$ cat config.mk
export PLATFORM = sky130hd
export DESIGN_NAME = grtt_ram
export DESIGN_NICKNAME = d
export VERILOG_FILES = /design/src/hdl/guest_region_translation_table_assert.svh /design/src/hdl/grtt_ram.sv
export SDC_FILE = /design/constraint.sdc
export NUM_CORES = 1
export LEC_CHECK = 0
export ABC_AREA = 1
export BUFFER_PORTS_ARGS = -buffer_cell sky130_fd_sc_hd__buf_2
export CELL_PAD_IN_SITES_DETAIL_PLACEMENT = 1
export CELL_PAD_IN_SITES_GLOBAL_PLACEMENT = 1
export CORE_MARGIN = 5
export CORE_UTILIZATION = 46
export DETAILED_ROUTE_END_ITERATION = 8
export GPL_ROUTABILITY_DRIVEN = 1
export PLACE_DENSITY = 0.82
export SLEW_MARGIN = 5
export SYNTH_ARGS = -nofsm -noshare
export SYNTH_HDL_FRONTEND = slang
export SYNTH_SLANG_ARGS = --single-unit
$ cat constraint.sdc
create_clock -name clk -period 2 [get_ports clk]
set_clock_uncertainty 0.15 [all_clocks]
set_input_delay 0.2 -clock clk [delete_from_list [all_inputs] [get_ports clk]]
set_output_delay 0.2 -clock clk [all_outputs]
set_load 0.1 [all_outputs]
$ cat src/hdl/guest_region_translation_table_assert.svh
// Assertion macros for the guest region translation table.
`ifndef GUEST_REGION_TRANSLATION_TABLE_ASSERT_SVH
`define GUEST_REGION_TRANSLATION_TABLE_ASSERT_SVH
`ifndef SYNTHESIS
// Same-cycle implication, disabled during reset.
`define GRTT_ASSERT_IMP(lbl, ante, cons) \
  lbl: assert property (@(posedge clk) disable iff (!rst_n) (ante) |-> (cons)) \
    else $error("grtt assertion failed");
// Next-cycle implication, disabled during reset.
`define GRTT_ASSERT_NXT(lbl, ante, cons) \
  lbl: assert property (@(posedge clk) disable iff (!rst_n) (ante) |=> (cons)) \
    else $error("grtt assertion failed");
`else
`define GRTT_ASSERT_IMP(lbl, ante, cons)
`define GRTT_ASSERT_NXT(lbl, ante, cons)
`endif
`endif

$ cat src/hdl/grtt_ram.sv
// Generic single-write, single-read RAM with registered read data.
module grtt_ram #(
  parameter int WIDTH = 8,
  parameter int DEPTH = 64
) (
  input  logic                     clk,
  input  logic                     we,
  input  logic [$clog2(DEPTH)-1:0] waddr,
  input  logic [WIDTH-1:0]         wdata,
  input  logic [$clog2(DEPTH)-1:0] raddr,
  output logic [WIDTH-1:0]         rdata
);

  logic [WIDTH-1:0] mem [DEPTH];

  always_ff @(posedge clk) begin
    if (we) begin
      mem[waddr] <= wdata;
    end
    rdata <= mem[raddr];
  end

endmodule

==> summary.txt <==
Synthesis
  • Seq/Total Area, Yosys: 72.8%
  • Synth Register Bits: 520
  • Mapped Area: 21300 um^2
  • Mean Syn Cell Area: 11.8 um^2
  • Syn Nets: 1827
  • YS warnings: 0
  • Syn Inst Count: 1805
  • Synth cell types: 16

Power
  • P_int: 0.0180 W
  • Pleak: 8.96 nW
  • Sw Ratio: 23.1%
  • Max VDD drop: 624 uV
  • Clock share of power: 40.8%
  • Flop pwr share: 51.8%
  • Switching power: 0.00540 W
  • Combinational Power Share: 7.5%
  • Power Density: 957 nW/um^2
  • Final Power: 0.0234 W

Global route
  • First-pass GRT wire length: 95200 um
  • Largest net degree at the start of global routing: 65
  • Number of global-route vias before repair: 16100
  • GRT Util Overall: 24.6%
  • Antenna violations before repair: 0
  • Congestion Overflow GR: 0

Die
  • Initial Util: 46.1%
  • Row Count: 79
  • Overall die width: 225 um
  • Die Y: 225 um
  • Core area: 46300 um^2
  • # IOs: 30
  • Die area: 50800 um^2

Routing
  • First-pass detailed-route iteration total: 5
  • WL final: 62700 um
  • 1st-iter DRT viols: 1558
  • Vias per cell: 5.86
  • Routed len/inst: 24.5 um
  • Overall via count from detail_route: 15000
  • Final antenna-violating net count: 0
  • Drt drc: 0

Place
  • Gpl congestion: 0.839
  • Setup WS pre-CTS: 0.0194 ns
  • Number of I/O port buffers: 29
  • Detailed-placement wirelength estimate: 37500 um

STA
  • Slew Limit Headroom: 41.8%
  • Period minus WS final: 1.91 ns
  • Worst-margin pin slew: 0.873 ns
  • RSZ-0062 raised after global routing: false
  • Fin. Hold Viols: 0
  • Achievable frequency: 524 MHz
  • Final Worst Setup Slack: 0.0934 ns
  • Final Setup Violations: 0
  • Final Max Tran Viols: 0
  • Final worst-path cycle share: 95.3%

Critical path
  • Worst setup SP type: register
  • CP Cell Sequence: buf_2
  • Worst Path Arrival: 1.56 ns
  • Crit-path slowest cell: buf_2
  • CP bufs+invs: 1
  • Setup CP Type: register to output pin
  • R2R Setup Slk: 0.41 ns
  • CP required: 1.65 ns
  • Slowest stage delay, CP: 0.49 ns
  • Cell family with most CP delay: buffers and inverters
  • CP Max Fanout: 1
  • Crit end category: output pin

Job
  • # Max-Cap Violations: 0

Clocking
  • CTS HTree Levels: 2
  • CTS Buf Count: 53
  • CTS tree: yes
  • Latest clock arrival within the worst-skew pair: 0.60 ns
  • Post_cts resized: 0
  • Sink Count: 520
  • Clock root cell: clkbuf_16
  • CTS clock-pin slew for the worst setup and hold paths: 0.06 ns
  • Deepest clock path buffer count: 3

Final layout
  • Synth-to-Final Area Change: 14.5%
  • Share of cells above drive strength 1: 11.4%
  • Final Util: 52.8%
  • Post-layout net count: 1929

Worst hold path
  • HP Class: input pin to register

Outcome
  • Status: finished, final reports clean
logic make-up after synthesis:
family / share of synthesized area, %
DFF: 72.8
and+or+nand+nor: 23.2
buffers and inverters: 4.02
worst register-to-register path: cells and delay by family (launching register included):
kind / cells / cell delay, ns
flops: 1 / 0.38
simple gates: 8 / 0.95
power groups by stage:
stage	Combinational [W]	Clock (W)	Sequential, W
final	0.00174	0.00954	0.0121
after global placement	0.00161	0	0.0123
after CTS	0.00173	0.00970	0.0121
after floorplan	0.000848	0	0.0125
after global routing	0.00186	0.0102	0.0121
after detailed placement	0.00170	0	0.0123
cell usage after synthesis:
cell / instances / area [um^2]
nand4_1: 9 / 56.3
buf_4: 14 / 105
nor4_1: 8 / 50.1
edfxtp_1: 512 / 15400
buf_2: 37 / 185
buf_1: 10 / 37.5
buf_6: 35 / 394
clkbuf_1: 15 / 56.3
nand3_1: 439 / 2200
inv_1: 10 / 37.5
inv_2: 1 / 3.75
dfxtp_1: 8 / 160
buf_8: 2 / 30.0
nand2_1: 648 / 2430
nor2_1: 56 / 210
inv_6: 1 / 8.76
placed cells by master (no fill, tap or decap):
| master | instances |
|---|---|
| edfxtp_1 | 512 |
| diode_2 | 2 |
| inv_1 | 9 |
| inv_2 | 1 |
| inv_6 | 2 |
| clkbuf_8 | 4 |
| dlygate4sd3_1 | 6 |
| bufinv_16 | 3 |
| clkinv_2 | 4 |
| nand2_1 | 648 |
| nand3_1 | 439 |
| buf_2 | 27 |
| clkbuf_1 | 12 |
| clkbuf_16 | 55 |
| nand4_1 | 9 |
| nor2_1 | 56 |
| inv_4 | 1 |
| buf_4 | 99 |
| buf_12 | 27 |
| dfxtp_1 | 8 |
| clkinv_1 | 19 |
| nor4_1 | 8 |
sequential cells by signal, indices dropped and copies added (netlist names):
register  count
rdata         8
mem         512
timing repair:
| action | in CTS | in global routing |
|---|---|---|
| hold buffers | 6 | 0 |
| buffers inserted | 0 | 0 |
| endpoints found under the hold margin | 258 | 0 |
per-layer routing:
layer	routed length (um)	global-route usage, %
met2	31200	42.1
met5	0	0
met1	24400	31.2
met3	4360	4.72
met4	2670	9.35
stage by stage:
step | setup TNS [ns] | area [um^2] | instances | hold WS [ns]
after floorplan | -7.43 | 21300 | 1805 | 0.149
after global placement | 0 | 22700 | 2453 | 0.422
after detailed placement | 0 | 22700 | 2453 | 0.478
after CTS | 0 | 24400 | 2556 | 0.0108
after global routing | 0 | 24400 | 2556 | 0.0505
final | 0 | 24400 | 2558 | 0.0385
final timing paths:
check | from | to | cells past startpoint
max | rdata[3] | rdata[3] | 1
min | raddr[4] | rdata[1] | 5
max reg2reg | mem[62][1] | rdata[1] | 8
min reg2reg | mem[20][1] | rdata[1] | 8
cell type report:
cell class | instances | area, um^2
repair buffers | 160 | 1490
multi-input cells | 1160 | 4950
clock inverters | 27 | 190
well taps | 607 | 759
diodes | 2 | 5.00
clock buffers | 70 | 1460
fillers | 4806 | 21800
inverters | 12 | 52.6
flip-flops and latches | 520 | 15500
Note: power is estimated with default switching activity, not from simulation.
